$ cat config.mk
export PLATFORM = sky130hd
export DESIGN_NAME = transparent_draw_order_sorter_top
export DESIGN_NICKNAME = d
export VERILOG_FILES = /design/src/rtl/tdos_pkg.sv /design/src/rtl/tdos_cell.sv /design/src/rtl/transparent_draw_order_sorter_top.sv
export VERILOG_INCLUDE_DIRS = /design/src /design/src/rtl
export SDC_FILE = /design/constraint.sdc
export NUM_CORES = 2
export LEC_CHECK = 0
export BUFFER_PORTS_ARGS = -buffer_cell sky130_fd_sc_hd__buf_2
export CAP_MARGIN = 20
export CORE_ASPECT_RATIO = 1.2
export CORE_MARGIN = 1.5
export CORE_UTILIZATION = 55
export CTS_CLUSTER_SIZE = 24
export DETAILED_ROUTE_END_ITERATION = 6
export PLACE_DENSITY = 0.71
export RECOVER_POWER = 50
export SETUP_SLACK_MARGIN = 0.15
export SLEW_MARGIN = 20
export SYNTH_ARGS = -nofsm -noshare
export SYNTH_HDL_FRONTEND = slang
export SYNTH_SLANG_ARGS = --single-unit
$ cat constraint.sdc
create_clock -name clk -period 7 [get_ports clk]
set_clock_uncertainty 0.1 [all_clocks]
set_input_delay 0.35 -clock clk [delete_from_list [all_inputs] [get_ports clk]]
set_output_delay 0.35 -clock clk [all_outputs]
set_load 0.005 [all_outputs]
$ cat src/rtl/transparent_draw_order_sorter_top_assert.svh
// Assertion macros for the draw-order sorter top level
`ifndef TRANSPARENT_DRAW_ORDER_SORTER_TOP_ASSERT_SVH
`define TRANSPARENT_DRAW_ORDER_SORTER_TOP_ASSERT_SVH

// Check a property on each clock edge outside reset
`define TDOS_ASSERT(lbl, prop, msg) \
    lbl: assert property (@(posedge clk) disable iff (!rst_n) prop) else $error(msg);

// Check a property on each clock edge, reset included
`define TDOS_ASSERT_ALWAYS(lbl, prop, msg) \
    lbl: assert property (@(posedge clk) prop) else $error(msg);

`endif

$ cat src/rtl/tdos_pkg.sv
// Types and constants for the transparent draw-order sorter
package tdos_pkg;

    localparam int SORT_DEPTH = 32;
    localparam int TAG_BITS   = 16;
    localparam int KEY_BITS   = 31;
    localparam int CNT_W      = $clog2(SORT_DEPTH + 1);

    typedef logic [KEY_BITS-1:0] key_t;
    typedef logic [TAG_BITS-1:0] tag_t;
    typedef logic [CNT_W-1:0]    cnt_t;

    typedef struct packed {
        tag_t geometry_tag;
        logic transparent;
        key_t distance_key;
        logic last_item;
    } in_item_t;

    typedef struct packed {
        tag_t out_tag;
        logic last_result;
        logic overflow;
    } out_item_t;

    // Per-cell load selection, highest priority first
    typedef struct packed {
        logic load_in;
        logic from_up;
        logic from_down;
    } cell_ctrl_t;

    typedef enum logic [1:0] {
        STATE_FILL,
        STATE_SORT,
        STATE_DRAIN
    } state_t;

endpackage

$ cat src/rtl/tdos_cell.sv
// One cell of the sorting chain: holds one key and tag, compares with its upper neighbour
module tdos_cell (
    input  logic                clk,
    input  tdos_pkg::cell_ctrl_t ctrl,
    input  logic                ascending,
    input  tdos_pkg::key_t      in_key,
    input  tdos_pkg::tag_t      in_tag,
    input  tdos_pkg::key_t      up_key,
    input  tdos_pkg::tag_t      up_tag,
    input  tdos_pkg::key_t      down_key,
    input  tdos_pkg::tag_t      down_tag,
    output tdos_pkg::key_t      key,
    output tdos_pkg::tag_t      tag,
    output logic                before_up
);

    tdos_pkg::key_t key_reg;
    tdos_pkg::key_t key_next;
    tdos_pkg::tag_t tag_reg;
    tdos_pkg::tag_t tag_next;

    // Select the new contents: fresh item, neighbour above, neighbour below, or hold
    always_comb
    begin
        key_next = key_reg;
        tag_next = tag_reg;
        priority if (ctrl.load_in)
        begin
            key_next = in_key;
            tag_next = in_tag;
        end
        else if (ctrl.from_up)
        begin
            key_next = up_key;
            tag_next = up_tag;
        end
        else if (ctrl.from_down)
        begin
            key_next = down_key;
            tag_next = down_tag;
        end
        else
        begin
            key_next = key_reg;
            tag_next = tag_reg;
        end
    end

    // Payload storage, no reset
    always_ff @(posedge clk)
    begin
        key_reg <= key_next;
        tag_reg <= tag_next;
    end

    // Upper neighbour must be drawn strictly earlier: swap only then, keeping ties stable
    assign before_up = ascending ? (up_key < key_reg) : (up_key > key_reg);

    assign key = key_reg;
    assign tag = tag_reg;

endmodule

$ cat src/rtl/transparent_draw_order_sorter_top.sv
// Top level of the transparent draw-order sorter: cell chain, sequencer and output register
//
//  Channel   | Signals                          | Moves
//  ----------+----------------------------------+-------------------------------------
//  input     | in_valid, in_ready, in_item      | one draw item per handshake
//  output    | out_valid, out_ready, out_item   | one tag in draw order per handshake
//  config    | cfg_wr_en, cfg_wr_data           | ascending_order, written at once
//
// Within a frame an item is taken every cycle while the output register is free.
// After the last item the chain runs N odd-even transposition passes (N = transparent
// items held, at most SORT_DEPTH), one pass per cycle, then drains one result a cycle.
// Input is held off during sorting and draining; an output stall holds the chain, but not the sort passes.
// Reset (rst_n low, asynchronous) empties the chain and returns to the fill state.
module transparent_draw_order_sorter_top (
    input  logic                 clk,
    input  logic                 rst_n,
    input  logic                 in_valid,
    output logic                 in_ready,
    input  tdos_pkg::in_item_t   in_item,
    output logic                 out_valid,
    input  logic                 out_ready,
    output tdos_pkg::out_item_t  out_item,
    input  logic                 cfg_wr_en,
    input  logic                 cfg_wr_data
);

    `include "transparent_draw_order_sorter_top_assert.svh"

    localparam int DEPTH = tdos_pkg::SORT_DEPTH;
    localparam int CW    = tdos_pkg::CNT_W;

    tdos_pkg::state_t    state_reg;
    tdos_pkg::state_t    state_next;
    tdos_pkg::cnt_t      count_reg;
    tdos_pkg::cnt_t      count_next;
    tdos_pkg::cnt_t      pass_reg;
    tdos_pkg::cnt_t      pass_next;
    logic                dropped_reg;
    logic                dropped_next;
    logic                ascending_reg;
    logic                ascending_next;
    logic                out_valid_reg;
    logic                out_valid_next;
    tdos_pkg::out_item_t out_item_reg;
    tdos_pkg::out_item_t out_item_next;

    logic in_acc;
    logic out_free;
    logic full;
    logic fill_store;
    logic fill_drop;
    logic last_alone;
    logic sorting;
    logic drain_load;
    logic pass_done;

    tdos_pkg::key_t     cell_key [DEPTH];
    tdos_pkg::tag_t     cell_tag [DEPTH];
    logic               before_up [DEPTH];
    logic               swap [DEPTH];
    tdos_pkg::cell_ctrl_t ctrl [DEPTH];

    // Handshake and frame conditions
    assign out_free   = !out_valid_reg || out_ready;
    assign in_acc     = in_valid && in_ready;
    assign full       = (count_reg == CW'(DEPTH));
    assign fill_store = in_acc && in_item.transparent && !full;
    assign fill_drop  = in_acc && in_item.transparent && full;
    assign last_alone = in_item.last_item && !in_item.transparent && (count_reg == '0);
    assign pass_done  = (pass_reg == (count_reg - CW'(1)));

    // Next state
    always_comb
    begin
        state_next = state_reg;
        unique case (state_reg)
            tdos_pkg::STATE_FILL:
            begin
                if (in_acc && in_item.last_item && !last_alone)
                begin
                    state_next = tdos_pkg::STATE_SORT;
                end
            end
            tdos_pkg::STATE_SORT:
            begin
                if (pass_done)
                begin
                    state_next = tdos_pkg::STATE_DRAIN;
                end
            end
            tdos_pkg::STATE_DRAIN:
            begin
                if (drain_load && (count_reg == CW'(1)))
                begin
                    state_next = tdos_pkg::STATE_FILL;
                end
            end
            default:
            begin
                state_next = tdos_pkg::STATE_FILL;
            end
        endcase
    end

    // State outputs
    always_comb
    begin
        in_ready   = 1'b0;
        sorting    = 1'b0;
        drain_load = 1'b0;
        unique case (state_reg)
            tdos_pkg::STATE_FILL:  in_ready   = out_free;
            tdos_pkg::STATE_SORT:  sorting    = 1'b1;
            tdos_pkg::STATE_DRAIN: drain_load = out_free;
            default:
            begin
                in_ready   = 1'b0;
                sorting    = 1'b0;
                drain_load = 1'b0;
            end
        endcase
    end

    // Fill count, pass counter, drop flag and order register
    always_comb
    begin
        count_next     = count_reg;
        pass_next      = pass_reg;
        dropped_next   = dropped_reg;
        ascending_next = cfg_wr_en ? cfg_wr_data : ascending_reg;

        if (fill_store)
        begin
            count_next = count_reg + CW'(1);
        end
        else if (drain_load)
        begin
            count_next = count_reg - CW'(1);
        end

        if (sorting)
        begin
            pass_next = pass_reg + CW'(1);
        end
        else
        begin
            pass_next = '0;
        end

        if (fill_drop)
        begin
            dropped_next = 1'b1;
        end
        else if ((in_acc && last_alone) || (drain_load && (count_reg == CW'(1))))
        begin
            dropped_next = 1'b0;
        end
    end

    // Output register: opaque item on entry, or head of chain while draining
    always_comb
    begin
        out_valid_next = out_valid_reg && !out_ready;
        out_item_next  = out_item_reg;
        if (in_acc && !in_item.transparent)
        begin
            out_valid_next            = 1'b1;
            out_item_next.out_tag     = in_item.geometry_tag;
            out_item_next.last_result = last_alone;
            out_item_next.overflow    = last_alone && dropped_reg;
        end
        else if (drain_load)
        begin
            out_valid_next            = 1'b1;
            out_item_next.out_tag     = cell_tag[0];
            out_item_next.last_result = (count_reg == CW'(1));
            out_item_next.overflow    = (count_reg == CW'(1)) && dropped_reg;
        end
    end

    // Control registers
    always_ff @(posedge clk or negedge rst_n)
    begin
        if (!rst_n)
        begin
            state_reg     <= tdos_pkg::STATE_FILL;
            count_reg     <= '0;
            pass_reg      <= '0;
            dropped_reg   <= 1'b0;
            ascending_reg <= 1'b0;
            out_valid_reg <= 1'b0;
        end
        else
        begin
            state_reg     <= state_next;
            count_reg     <= count_next;
            pass_reg      <= pass_next;
            dropped_reg   <= dropped_next;
            ascending_reg <= ascending_next;
            out_valid_reg <= out_valid_next;
        end
    end

    // Output payload, no reset
    always_ff @(posedge clk)
    begin
        out_item_reg <= out_item_next;
    end

    assign out_valid = out_valid_reg;
    assign out_item  = out_item_reg;

    // Chain of cells: write at the fill point, swap pairs while sorting, shift down to drain
    for (genvar i = 0; i < DEPTH; i++)
    begin : g_cell
        localparam int UpIdx   = (i + 1 < DEPTH) ? i + 1 : i;
        localparam int DownIdx = (i > 0) ? i - 1 : i;

        // Pair (i, i+1) takes part on passes of matching parity, inside the filled region
        assign swap[i] = sorting && (pass_reg[0] == 1'(i % 2))
                         && (CW'(i + 1) < count_reg) && before_up[i];

        assign ctrl[i].load_in = fill_store && (count_reg == CW'(i));
        assign ctrl[i].from_up = drain_load || swap[i];
        if (i > 0)
        begin : g_down
            assign ctrl[i].from_down = swap[DownIdx];
        end
        else
        begin : g_bottom
            assign ctrl[i].from_down = 1'b0;
        end

        tdos_cell u_cell (
            .clk       (clk),
            .ctrl      (ctrl[i]),
            .ascending (ascending_reg),
            .in_key    (in_item.distance_key),
            .in_tag    (in_item.geometry_tag),
            .up_key    (cell_key[UpIdx]),
            .up_tag    (cell_tag[UpIdx]),
            .down_key  (cell_key[DownIdx]),
            .down_tag  (cell_tag[DownIdx]),
            .key       (cell_key[i]),
            .tag       (cell_tag[i]),
            .before_up (before_up[i])
        );
    end

    `TDOS_ASSERT(a_count_in_range, count_reg <= CW'(DEPTH), "fill count beyond chain depth")
    `TDOS_ASSERT(a_sort_not_empty, state_reg == tdos_pkg::STATE_SORT |-> count_reg != '0, "sorting an empty chain")
    `TDOS_ASSERT(a_overflow_on_last, out_valid && out_item.overflow |-> out_item.last_result, "overflow on a non-final result")
    `TDOS_ASSERT(a_drain_ends, drain_load && count_reg == CW'(1) |=> state_reg == tdos_pkg::STATE_FILL && count_reg == '0, "drain did not end the frame")
    `TDOS_ASSERT_ALWAYS(a_reset_state, !rst_n |-> state_reg == tdos_pkg::STATE_FILL && !out_valid_reg, "control not cleared in reset")

endmodule

==> impl_results.md <==
- Async set-or-reset flop fraction in the synthesized netlist: 0.0110
- Total routing usage reported by global routing: 0.336
- Aggregate global routing overflow: 0
- Number of detailed-route iterations in the first pass: 7
- Proportion of layout cells with a drive suffix above 1: 0.0576
- Biggest fanout along the worst timing path: 48
- Warning count from the yosys run: 0
- Root buffer cell: sky130_fd_sc_hd__clkbuf_16
- Fraction of power spent switching nets: 0.424
- Combinational share of power: 0.448
- Pin count of the biggest net entering global routing: 96
- Clock Path Buffers: 3
- Sequential share of the synthesized area: 0.446
- Seq pwr share: 0.401
- Post-detailed-route via-to-cell ratio: 6.27
- Crit Path Category: reg2reg
- Top-level I/O count: 75
- Slowest CP cell: sky130_fd_sc_hd__clkbuf_1
- Upper clock frequency limit: 0.161 GHz
- Time the worst path needs with I/O delays and setup: 6.20 ns
- Filler cells: about 16k
- # placed instances: between 10k and 15k
- Count of distinct cell types in the synthesized netlist: 77
- Final design instance area without fill: 111,000 um^2
- Number of enable flip-flop cells after synthesis: 1,522
- Worst path top cell family by delay: buffers and inverters
- Max-slew violation count: 1,816
- Arrival time of the worst setup path: 6.49 ns
- Via count of the routed design: 81.8k
- Die outline height: between 400 and 500 um
- Critical path capture point type: register
- Number of antenna violations at the first check in global routing: 12
- Final Setup Violations: 0
- Max-capacitance violation count: 33
- Violations in the final reports: design-rule violations, max-capacitance violations, max-slew violations
- Overall power: between 0.06 and 0.07 W
- Clock tree from TritonCTS: yes
- Area enclosed by the die boundary: 191,000 um^2
- Effective utilization at floorplan: 0.553
- Standard cell area after detailed placement: 106,000 um^2
- Power Internal: 0.0347 W
- Top library cells by usage in the layout, fill and taps aside: sky130_fd_sc_hd__edfxtp_1 (1,522), sky130_fd_sc_hd__a21oi_1 (1,159), sky130_fd_sc_hd__nor2_1 (1,105), sky130_fd_sc_hd__mux2i_1 (1,098), sky130_fd_sc_hd__inv_1 (1,005)
- RePlAce Congestion: 0.921
- Global-route wire length before repair: 490,000 um
- Count of cells resized by post-cts repair: 0
- Setup TNS: 0 ns
- Biggest cell delay along the critical path: 1.98 ns
- Buffers and inverters on the worst path: 4
- Flip-flop count of the largest register, all copies and words added: 992
- Maximum VDD drop: 0.319 mV
- Synthesized instance count: 10.7k
- Mean post-synth cell area: 9.64 um^2
- Net count after synthesis: 11.8k
- Result of the run: complete, but fails checks
- Kind of start point of the critical path: register
- Total of flip-flops plus latches after synthesis: 1,539
- Number of placement rows: 174
- Worst endpoint required time: 7.29 ns
- Most common cell type on the critical path: sky130_fd_sc_hd__buf_4
- Setup fix buffers added after clock tree synthesis: 0
- Most common cell after layout, fill and taps aside: sky130_fd_sc_hd__edfxtp_1
- Quantity of I/O buffers inserted on ports: 74
- Post-layout nets: 11.5k
- Initial detailed-routing violation count: 7,556
- Leakage power total: 47.2 nW
- Synthesis-to-finish area growth: 7.38%
- Number of buffers added by the clock tree synthesis step: 169
- Portion of synthesized cell area occupied by the leading cell type: 0.442
- Post-route non-filler standard cell count: 13.0k
- Clock latency on the worst-skew pair: 0.84 ns
- Ordered cell list for the critical path: inv_1 > buf_4 > nor3_1 > nand3_1 > nor3b_1 > buf_4 > nand3b_1 > clkbuf_1
- Period utilisation layout: 0.885
- Chip Width: 399 um
- Reported net switching power: between 0.02 and 0.03 W
- Half-perimeter wire length after detailed placement: 228,000 um
- Netlist area before placement: 103,000 um^2
- Hold violation total from the final report: 0
- Vias in the first global route: 81.7k
- Core outline area: about 190,000 um^2
- Biggest area contributors in the synthesized netlist: sky130_fd_sc_hd__edfxtp_1 (44%), sky130_fd_sc_hd__ha_1 (12%), sky130_fd_sc_hd__mux2i_1 (11%), sky130_fd_sc_hd__a21oi_1 (5.6%), sky130_fd_sc_hd__nor2_1 (4.0%)
- Post-detailed-route DRC marker count: 8
- Hold-fix buffers at CTS: 11
- Post-Route WL: approximately 330,000 um
- Cell type contributing the most total cell area after synthesis: sky130_fd_sc_hd__edfxtp_1
- Num Clock Sinks: 1,539
- Leading register cell type out of synthesis: sky130_fd_sc_hd__edfxtp_1
- Clock-pin slew reported for the worst setup and hold paths after clock tree synthesis: 0.06 ns
- Per-cell routed wire length: 24.9 um
- Worst-margin pin slew: 3.79 ns
- Worst slew slack as a fraction of its limit: -1.53
- Depth of the CTS H-tree: 4
- RSZ-0062 raised after global routing: no
- Clk network pwr share: 0.150
- Total power divided by cell area: 542 nW/um^2
- ANT nets after route: 0
- Worst min-delay path category: in2reg
[layer usage]
layer / track usage / part of all wire
met1: 0.380 / 0.36
met2: 0.586 / 0.50
met3: 0.0502 / 0.068
met4: 0.218 / 0.073
met5: 0 / 0.000071
[power by group through the flow]
stage	clock network (W)	registers, W	logic, W
after floorplan	0	0.0211	0.0204
after global placement	0	0.0240	0.0251
after detailed placement	0	0.0241	0.0267
after CTS	0.00912	0.0240	0.0269
after global routing	0.00944	0.0245	0.0303
final	0.00906	0.0242	0.0270
[cells in the mapped netlist, types with 16 or more instances]
cell type                     n
sky130_fd_sc_hd__buf_1       57
sky130_fd_sc_hd__o2bb2a_1    47
sky130_fd_sc_hd__edfxtp_1  1522
sky130_fd_sc_hd__clkbuf_1   565
sky130_fd_sc_hd__a31oi_1    241
sky130_fd_sc_hd__o21a_1      17
sky130_fd_sc_hd__nand4_1    148
sky130_fd_sc_hd__mux2_2     124
sky130_fd_sc_hd__o21ai_0    288
sky130_fd_sc_hd__ha_1       966
sky130_fd_sc_hd__dfrtp_1     17
sky130_fd_sc_hd__and2_1      16
sky130_fd_sc_hd__and3_1      17
sky130_fd_sc_hd__nand2b_1    20
sky130_fd_sc_hd__a211oi_1    44
sky130_fd_sc_hd__nor2b_1     18
sky130_fd_sc_hd__and4_1      39
sky130_fd_sc_hd__o211ai_1    17
sky130_fd_sc_hd__nand3_1    239
sky130_fd_sc_hd__nand2_1    988
sky130_fd_sc_hd__inv_1     1003
sky130_fd_sc_hd__mux2i_1   1102
sky130_fd_sc_hd__o311ai_1    34
sky130_fd_sc_hd__o31ai_1     26
sky130_fd_sc_hd__nor4_1      23
sky130_fd_sc_hd__a21oi_1   1159
sky130_fd_sc_hd__a221oi_1    40
sky130_fd_sc_hd__or3_1       16
sky130_fd_sc_hd__nor2_1    1111
sky130_fd_sc_hd__buf_2       82
sky130_fd_sc_hd__or4_1       18
sky130_fd_sc_hd__o21ai_1    416
sky130_fd_sc_hd__a21o_1      64
sky130_fd_sc_hd__nand3b_1    40
sky130_fd_sc_hd__nor3_1      57
[worst min-delay path, stage by stage]
cell and delay, ns:
sky130_fd_sc_hd__buf_2 0.12, sky130_fd_sc_hd__nand3_1 0.11, sky130_fd_sc_hd__nor2_1 0.14, sky130_fd_sc_hd__o21ai_0 0.26
sky130_fd_sc_hd__xnor2_1 0.07
[cell type report]
cell class,count,area (um^2),share of cell area
Inverter,1005,3770,0.0340
Sequential cell,1539,46100,0.415
Multi-Input combinational cell,7481,51100,0.460
Clock buffer,214,4420,0.0398
Antenna cell,7,17.5,0.000158
Clock inverter,94,1020,0.00920
Timing Repair Buffer,239,1540,0.0139
Tap cell,2464,3080,0.0278
[metrics by stage]
stage | worst slack, ns | utilization | hold slack, ns
floorplan | 2.14 | - | -0.0456
global placement | 1.96 | 0.566 | 0.262
detailed placement | 1.90 | 0.566 | 0.259
CTS | 1.85 | 0.595 | 0.0576
global route | 0.749 | 0.594 | 0.162
finish | 0.802 | 0.594 | 0.141
[kinds of logic (layout without fill, tap and decap cells)]
logic type	count (synthesis)	count (layout)	synth area share
AND/OR/NAND/NOR	2776	2776	0.116
AO/OA/AOI/OAI	2492	2492	0.136
buffers and inverters	1714	1552	0.0634
flip-flops	1539	1539	0.446
multiplexers	1231	1231	0.121
adder cells (fa/ha/maj)	966	966	0.117
XOR/XNOR	16	16	0.00135
other	0	7	0
[final timing paths]
kind                            slack [ns]                      start                                  end  cells past startpoint
worst max register to register        0.80  ascending_reg$_DFFE_PN0P_  g_cell[23].u_cell.key[25]$_DFFE_PP_                      8
max in group asynchronous             5.10                      rst_n             count_reg[1]$_DFFE_PN0P_                      4
worst max-delay path                  0.80  ascending_reg$_DFFE_PN0P_  g_cell[23].u_cell.key[25]$_DFFE_PP_                      8
worst min-delay path                  0.14                   in_valid             count_reg[4]$_DFFE_PN0P_                      5
worst min register to register        0.45    dropped_reg$_DFFE_PN0P_              dropped_reg$_DFFE_PN0P_                      2
min in group asynchronous             0.88                      rst_n            ascending_reg$_DFFE_PN0P_                      4
No activity file was read; power rests on OpenSTA's default activity.
